===== src/rtl/core/stdpwu_pkg.sv =====
// Shared types, constants and decay table for the STDP weight update block.
`timescale 1ns / 1ps
`default_nettype none

package stdpwu_pkg;

  // Fixed point and field widths
  localparam int FRAC_BITS         = 20;
  localparam int DECAY_TABLE_DEPTH = 256;
  localparam int WEIGHT_W          = 24;
  localparam int TIME_W            = 20;
  localparam int AMP_W             = 21;
  localparam int WIN_W             = 8;
  localparam int FLOOR_W           = 20;
  localparam int MODE_W            = 2;
  localparam int CFG_INDEX_W       = 3;
  localparam int CFG_DATA_W        = 21;

  // Datapath widths
  localparam int DT_W              = TIME_W + 1;
  localparam int DECAY_INDEX_COUNT = 1 << WIN_W;
  localparam int DECAY_W           = FRAC_BITS + 1;
  localparam int PW_W              = 49;                 // w * (1 - w)
  localparam int P_W               = 28;                 // rounded w * (1 - w)
  localparam int TERM_PROD_W       = AMP_W + DECAY_W;    // amplitude * decay
  localparam int TERM_W            = 22;
  localparam int DP_W              = TERM_W + 1 + P_W;   // term * p
  localparam int DELTA_W           = 31;
  localparam int STEP_W            = DELTA_W + 1;
  localparam int RES_W             = 33;

  // Cycles from an accepted start to its done strobe
  localparam int LATENCY           = 6;

  localparam logic [63:0] DECAY_STEP_Q32 = 64'd3516421809;

  localparam logic signed [WEIGHT_W:0] ONE_FIX = (WEIGHT_W + 1)'(1) << FRAC_BITS;
  localparam logic signed [RES_W-1:0]  W_MAX   = RES_W'(2 ** (WEIGHT_W - 1) - 1);
  localparam logic signed [RES_W-1:0]  W_MIN   = RES_W'(-(2 ** (WEIGHT_W - 1)));

  // Register indexes
  localparam logic [CFG_INDEX_W-1:0] REG_RULE_MODE   = 3'd0;
  localparam logic [CFG_INDEX_W-1:0] REG_POT_AMP     = 3'd1;
  localparam logic [CFG_INDEX_W-1:0] REG_DEP_AMP     = 3'd2;
  localparam logic [CFG_INDEX_W-1:0] REG_POT_WIN     = 3'd3;
  localparam logic [CFG_INDEX_W-1:0] REG_DEP_WIN     = 3'd4;
  localparam logic [CFG_INDEX_W-1:0] REG_SIGN_FLOOR  = 3'd5;

  // Rule modes; the unused code behaves as additive
  localparam logic [MODE_W-1:0] RULE_ADD  = 2'd0;
  localparam logic [MODE_W-1:0] RULE_MULT = 2'd1;
  localparam logic [MODE_W-1:0] RULE_ANTI = 2'd2;

  // Reset values
  localparam logic [MODE_W-1:0]  RST_RULE_MODE  = RULE_ADD;
  localparam logic [AMP_W-1:0]   RST_POT_AMP    = 21'd10486;
  localparam logic [AMP_W-1:0]   RST_DEP_AMP    = 21'd10486;
  localparam logic [WIN_W-1:0]   RST_POT_WIN    = 8'd75;
  localparam logic [WIN_W-1:0]   RST_DEP_WIN    = 8'd200;
  localparam logic [FLOOR_W-1:0] RST_SIGN_FLOOR = 20'd105;

  typedef struct packed {
    logic signed [WEIGHT_W-1:0] weight;
    logic [TIME_W-1:0]          pre_spike_time;
    logic                       pre_valid;
    logic [TIME_W-1:0]          post_spike_time;
    logic                       post_valid;
  } stdp_in_t;

  typedef struct packed {
    logic signed [WEIGHT_W-1:0] new_weight;
    logic                       changed;
    logic                       saturated;
  } stdp_out_t;

  typedef struct packed {
    logic [MODE_W-1:0]  rule_mode;
    logic [AMP_W-1:0]   pot_amp;
    logic [AMP_W-1:0]   dep_amp;
    logic [WIN_W-1:0]   pot_win;
    logic [WIN_W-1:0]   dep_win;
    logic [FLOOR_W-1:0] sign_floor;
  } stdp_cfg_t;

  // Control that travels down the pipe with each word
  typedef struct packed {
    logic valid;
    logic pot;
    logic dep;
  } stage_ctl_t;

  typedef logic [DECAY_W-1:0] decay_rom_t [DECAY_INDEX_COUNT];

  // exp(-k/5) in Q1.F, built by repeated Q32 multiplication
  function automatic decay_rom_t build_decay_rom();
    decay_rom_t  rom;
    logic [63:0] e;
    e = 64'd1 << 32;
    for (int k = 0; k < DECAY_INDEX_COUNT; k++) begin
      if (k < DECAY_TABLE_DEPTH) begin
        rom[k] = DECAY_W'((e + (64'd1 << (31 - FRAC_BITS))) >> (32 - FRAC_BITS));
      end else begin
        rom[k] = '0;
      end
      e = (e * DECAY_STEP_Q32 + (64'd1 << 31)) >> 32;
    end
    return rom;
  endfunction

  localparam decay_rom_t DECAY_ROM = build_decay_rom();

endpackage

`default_nettype wire


===== src/rtl/core/stdpwu_apply.sv =====
// Stage 6: add the step, pin sign flips, clip and register the result word.
`timescale 1ns / 1ps
`default_nettype none

module stdpwu_apply (
  input  logic                                        clk,
  input  logic                                        rst,
  input  logic [stdpwu_pkg::FLOOR_W-1:0]              sign_floor,
  input  stdpwu_pkg::stage_ctl_t                      s5_ctl,
  input  logic signed [stdpwu_pkg::WEIGHT_W-1:0]      s5_weight,
  input  logic signed [stdpwu_pkg::STEP_W-1:0]        s5_step,
  output logic                                        done,
  output stdpwu_pkg::stdp_out_t                       result
);
  import stdpwu_pkg::*;

  logic signed [RES_W-1:0] sum;
  logic signed [RES_W-1:0] pinned;
  logic                    w_pos;
  logic                    w_neg;
  logic                    sum_pos;
  logic                    sum_neg;
  stdp_out_t               result_next;

  always_comb begin
    sum     = RES_W'(s5_weight) + RES_W'(s5_step);
    w_neg   = s5_weight[WEIGHT_W-1];
    w_pos   = !w_neg && (s5_weight != '0);
    sum_neg = sum[RES_W-1];
    sum_pos = !sum_neg && (sum != '0);

    pinned = sum;
    if (s5_ctl.pot && w_pos && sum_neg) begin
      pinned = RES_W'(sign_floor);
    end
    if (s5_ctl.dep && w_neg && sum_pos) begin
      pinned = RES_W'(0) - RES_W'(sign_floor);
    end

    result_next.new_weight = s5_weight;
    result_next.changed    = 1'b0;
    result_next.saturated  = 1'b0;
    if (s5_ctl.pot || s5_ctl.dep) begin
      result_next.changed = 1'b1;
      if (pinned > W_MAX) begin
        result_next.new_weight = W_MAX[WEIGHT_W-1:0];
        result_next.saturated  = 1'b1;
      end else if (pinned < W_MIN) begin
        result_next.new_weight = W_MIN[WEIGHT_W-1:0];
        result_next.saturated  = 1'b1;
      end else begin
        result_next.new_weight = pinned[WEIGHT_W-1:0];
      end
    end
  end

  always_ff @(posedge clk) begin
    if (rst) begin
      done <= 1'b0;
    end else begin
      done <= s5_ctl.valid;
    end
  end

  always_ff @(posedge clk) begin
    result <= result_next;
  end

  a_sat_at_limit: assert property (@(posedge clk) disable iff (rst)
    done && result.saturated |->
      (result.new_weight == W_MAX[WEIGHT_W-1:0]) ||
      (result.new_weight == W_MIN[WEIGHT_W-1:0]))
    else $error("saturated word not at a range limit");

  a_sat_needs_change: assert property (@(posedge clk) disable iff (rst)
    done && !result.changed |-> !result.saturated)
    else $error("saturated without an update");

endmodule

`default_nettype wire


===== config.mk =====
export PLATFORM = sky130hd
export DESIGN_NAME = stdpwu_apply
export DESIGN_NICKNAME = d
export VERILOG_FILES = /design/src/rtl/core/stdpwu_pkg.sv /design/src/rtl/core/stdpwu_apply.sv
export SDC_FILE = /design/constraint.sdc
export NUM_CORES = 1
export LEC_CHECK = 0
export CELL_PAD_IN_SITES_DETAIL_PLACEMENT = 2
export CELL_PAD_IN_SITES_GLOBAL_PLACEMENT = 2
export CORE_MARGIN = 1
export CORE_UTILIZATION = 32
export DETAILED_ROUTE_END_ITERATION = 8
export DONT_BUFFER_PORTS = 1
export GPL_TIMING_DRIVEN = 0
export PLACE_DENSITY = 0.82
export SLEW_MARGIN = 10
export SYNTH_ARGS = -nofsm -noshare
export SYNTH_HDL_FRONTEND = slang
export SYNTH_SLANG_ARGS = --single-unit

===== constraint.sdc =====
create_clock -name clk -period 3.95 [get_ports clk]
set_input_delay 0.395 -clock clk [delete_from_list [all_inputs] [get_ports clk]]
set_output_delay 0.395 -clock clk [all_outputs]
set_load 0.01 [all_outputs]

[Word level (Yosys, flattened, before mapping)]
Cells that the tools add are included.
Storage, ports and cells
  register bits: 27
  bits of input ports: 81
  logic and storage cells: 26
Operators by class
  add/sub/neg operators: 2
  $lt $le $gt $ge: 2
  muxes and demuxes: 7
  reduce and logical (&&, ||, !) cells: 11
Operators with widths (number)
  2-to-1 mux 33 bit: 2
  2-to-1 mux 24 bit: 2
  adder 24 x 32 -> 33 bit: 1
  > comparator 33 x 24 -> 1 bit (second input constant): 1
  less-than comparator 33 x 24 -> 1 bit (second input constant): 1
  nonzero test 33 bit: 1
  2-to-1 mux 26 bit: 1
  nonzero test 24 bit: 1
  subtractor 1 x 20 -> 21 bit (first input constant): 1
  logical AND 1 bit: 6
  zero test 1 bit: 2
  2-to-1 mux 1 bit: 2
  logical OR 1 bit: 1

[Depth between registers and ports, before layout]
  word-level depth: 10
  depth in mapped cells: 16
  depth with buffers taken out: 14

[Worst setup path before layout]
OpenSTA, ideal clock, no wires.
  path kind: input to register
  start point: input port s5_weight[0] in the netlist's numbering
  end point: register result[12] in the netlist's numbering
  setup time: 0.134 ns
  arrival time: 3.630 ns
  setup slack: 0.185 ns
  cell stages on the path: 14
  buffers on the path: 0
  path through: ha_1 > inv_1 > fa_1 > nand2b_1 > a21oi_1 > o21ai_1 > a21boi_1 > nor2_1 > a31o_2 > or4bb_1 > a2111oi_4 > or4b_1 > a221oi_2 > a211oi_1
RTL lines
  from (decl): line stdpwu_apply.sv:10  | input logic signed [stdpwu_pkg::WEIGHT_W-1:0] s5_weight,
  to (signal assigned): line stdpwu_apply.sv:66  | result <= result_next;
  to (decl): line stdpwu_apply.sv:13  | output stdpwu_pkg::stdp_out_t result

==> results by group <==
Route
  • DRC: 0
  • Post-route ant nets: 0
  • Vias: 5107
  • 1st-pass router iterations: 4
  • DR WL/cell: 25.1 µm
  • Final wirelength: 19700 µm
  • Initial drt markers: 264
  • Vias per cell: between 6 and 7

Synth
  • Syn_nets: between 700 and 800
  • Ys Warns: 0
  • Top_reg_cell synth: dfxtp_1
  • Largest family of logic cells by synthesized area: compound AO/OA/AOI/OAI gates
  • Synth Area in Compound Gates: about a third
  • Synth area leader: dfxtp_1
  • Most numerous cell in the Yosys netlist: nor2_1
  • Post-synth ARST share: 0%
  • Top cells by area in the synthesized netlist: dfxtp_1, ha_1, nor2_1
  • Post-synth top cells: nor2_1, nand2_1, a21oi_1
  • Mux cell area share after synthesis: 0.992%
  • Post-Syn Area: 4160 µm²
  • Post-Syn Instances: 600
  • Sequential share of the synthesized area: 13.0%
  • Post-Synth Simple-Gate Area: 31.9%
  • XOR/XNOR share of the synthesized area: 4.42%
  • Syn_area_per_cell: 6.94 µm²
  • Post-Synth Adder-Cell Area: 10.4%
  • Synth top area share: 13.0%
  • FF+latch count, synth: 27
  • Post-synthesis cell type count: 73
  • EDFF count, synth: 0

Timing
  • Finish-stage setup viols: 0
  • Tmin final: 3.91 ns
  • Max Slew Vio Count: 0
  • Max Clk Rate: approximately 0.26 GHz
  • Fin crit share: 98.9%
  • Rel. slew slack: 55.8%
  • Final Hold Fails: 0
  • Fin Hold WS: between 0.15 and 0.2 ns
  • Worst Max-Slew Pin Slew: 0.664 ns

Floorplan
  • Ports: approximately 110
  • Die ar.: 13500 µm²
  • Core area: about 13000 µm²
  • Row cnt: 41
  • Die height: 116 µm
  • Initial core utilization: about a third
  • Die width: 116 µm

CTS
  • Total CTS buffers: 3
  • Num Clock Sinks: 27
  • Clock transition at path regs: about 0.07 ns
  • CTS tree: done
  • Root Buffer: clkbuf_16
  • H-tree Lvls: 1
  • Post-CTS Hold Buffers: 0
  • Clock Path Buffers: 2

GRT
  • Number of global-route vias before repair: 5543
  • Total global routing overflow: 0
  • Largest net degree at the start of global routing: 15
  • Initial antenna violation count: 0
  • GR Util All Layers: 29.1%
  • First-pass GRT wire length: between 30000 and 40000 µm

Placed design
  • Inst Count DP: 772
  • Port Buf Inserts: 0
  • Post-DP HPWL: 16200 µm
  • RD Place Congestion: 0.897

Critical path
  • Nature of the critical path endpoint: flop
  • Setup crit end: result[12]$_DFF_P_
  • Critical Path RT: 4.09 ns
  • Crit-path cells: ha_1, o211ai_1, a21oi_4, o21ai_1, nand4b_1, a21o_1, and2_1, or4_4, a2111oi_4, or4b_4, a221oi_2, a211oi_1
  • Worst path slowest cell: or4_4
  • Critical path origin: s5_weight[3]
  • Startpoint Class: input pin
  • Crit Path Class: in -> reg
  • Slowest cell delay on critical path: 0.53 ns
  • WP data arrival: 4.04 ns
  • Critical path peak fanout: 5

Cells and area
  • Layout cells sized above 1: 13.8%
  • Final #Nets: 730
  • Final non-filler cell total: 786
  • Filler Cell Count: approximately 1500
  • Multi-input gate area: 3660 µm²
  • Ant diodes: 0
  • Register area: 541 µm²
  • Layout area overhead: 14.6%

Flow run
  • Max-Cap Viols: 0

Worst hold path
  • Worst min-delay path class: in -> reg

Power
  • Peak VDD IR: 0.129 mV
  • Power per cell area: 284 nW/µm²
  • LEAKAGE: 1.72 nW

Outcome
  • Status: finished, final reports clean
-- timing repair --
| action | in CTS | in global routing |
|---|---|---|
| buffers inserted | 7 | 6 |
| endpoints found under the hold margin | 0 | 0 |
| pin swaps | 7 | 9 |
| resized for setup | 24 | 34 |
| endpoints found under the setup margin | 24 | 24 |
-- layout by cell type (no fill, tap or decap), drive strengths merged, types with 6 or more instances in the layout --
| cell type | synthesis | layout |
|---|---|---|
| nor3 | 27 | 27 |
| o211ai | 6 | 6 |
| a311oi | 10 | 10 |
| nand4 | 20 | 20 |
| a21o | 12 | 12 |
| or3 | 13 | 13 |
| dfxtp | 27 | 27 |
| a211oi | 22 | 22 |
| a221oi | 9 | 9 |
| ha | 33 | 33 |
| buf | 8 | 18 |
| o21ai | 35 | 35 |
| nand3 | 15 | 15 |
| inv | 16 | 16 |
| a21oi | 41 | 41 |
| a22o | 6 | 6 |
| xor2 | 8 | 8 |
| nand2b | 6 | 6 |
| xnor2 | 13 | 13 |
| nor4 | 12 | 12 |
| nor2 | 82 | 82 |
| nand2 | 62 | 62 |
| clkbuf | 18 | 22 |
| a31oi | 9 | 9 |
-- critical path: cells and delay by family --
kind / cells / cell delay, ns
fa+ha+maj: 1 / 0.37
compound gates: 7 / 1.83
simple gates: 4 / 1.43
-- metal layers --
| metal | track usage, % | up-vias | wire length (µm) |
|---|---|---|---|
| met3 | 4.39 | 48 | 1030 |
| met4 | 11.5 | 0 | 728 |
| met2 | 52.7 | 177 | 9830 |
| met5 | 0 | - | 0 |
| li1 | - | 2347 | - |
| met1 | 34.1 | 2535 | 8150 |
-- sequential cells by signal (all words and copies together), names as in the netlist --
| name | count |
|---|---|
| result | 26 |
| done | 1 |
-- how the worst min path moves through the flow --
stage                            endpoint  start  cells after the start  slack (ns)
after global placement    done$_SDFF_PP0_    rst                      1        0.47
after floorplan           done$_SDFF_PP0_    rst                      1        0.47
after CTS                 done$_SDFF_PP0_    rst                      1        0.20
after global routing      done$_SDFF_PP0_    rst                      1        0.19
after detailed placement  done$_SDFF_PP0_    rst                      1        0.48
final                     done$_SDFF_PP0_    rst                      1        0.20
-- stage by stage --
| step | utilization (%) | total power [mW] | setup TNS [ns] | setup WS (ns) | cell area [µm²] |
|---|---|---|---|---|---|
| 6_report | 37.7 | 1.35 | 0 | 0.0424 | 4770 |
| 3_5_place_dp | 34.6 | 1.05 | -18.38 | -0.862 | 4380 |
| 4_1_cts | 36.4 | 1.31 | 0 | 0.0167 | 4610 |
| 3_3_place_gp | 34.6 | 1.02 | -14.38 | -0.696 | 4380 |
| 2_1_floorplan | - | 0.852 | 0 | 0.185 | 4160 |
| 5_1_grt | 37.7 | 1.44 | -0.0362 | -0.0274 | 4770 |
-- logic make-up after synthesis --
group,count (synthesis)
AOI/OAI and AO/OA,203
xor gates and xnor gates,21
adders and majority gates,34
buffers and inverters,43
DFF,27
muxes,4
and+or+nand+nor,268
-- cell type report --
cell class | instances | share of cell area, %
multi-input combinational | 530 | 76.7
sequential | 27 | 11.3
tap | 172 | 4.51
buffer | 23 | 2.44
timing repair buffer | 13 | 2.05
clock buffer | 4 | 1.65
inverter | 17 | 1.34
-- where the power goes --
group / internal (mW) / switching [mW]
clock network: 0.139 / 0.0982
logic: 0.266 / 0.479
registers: 0.326 / 0.0464
total: 0.731 / 0.623
Power figures use the tool's default switching activity.
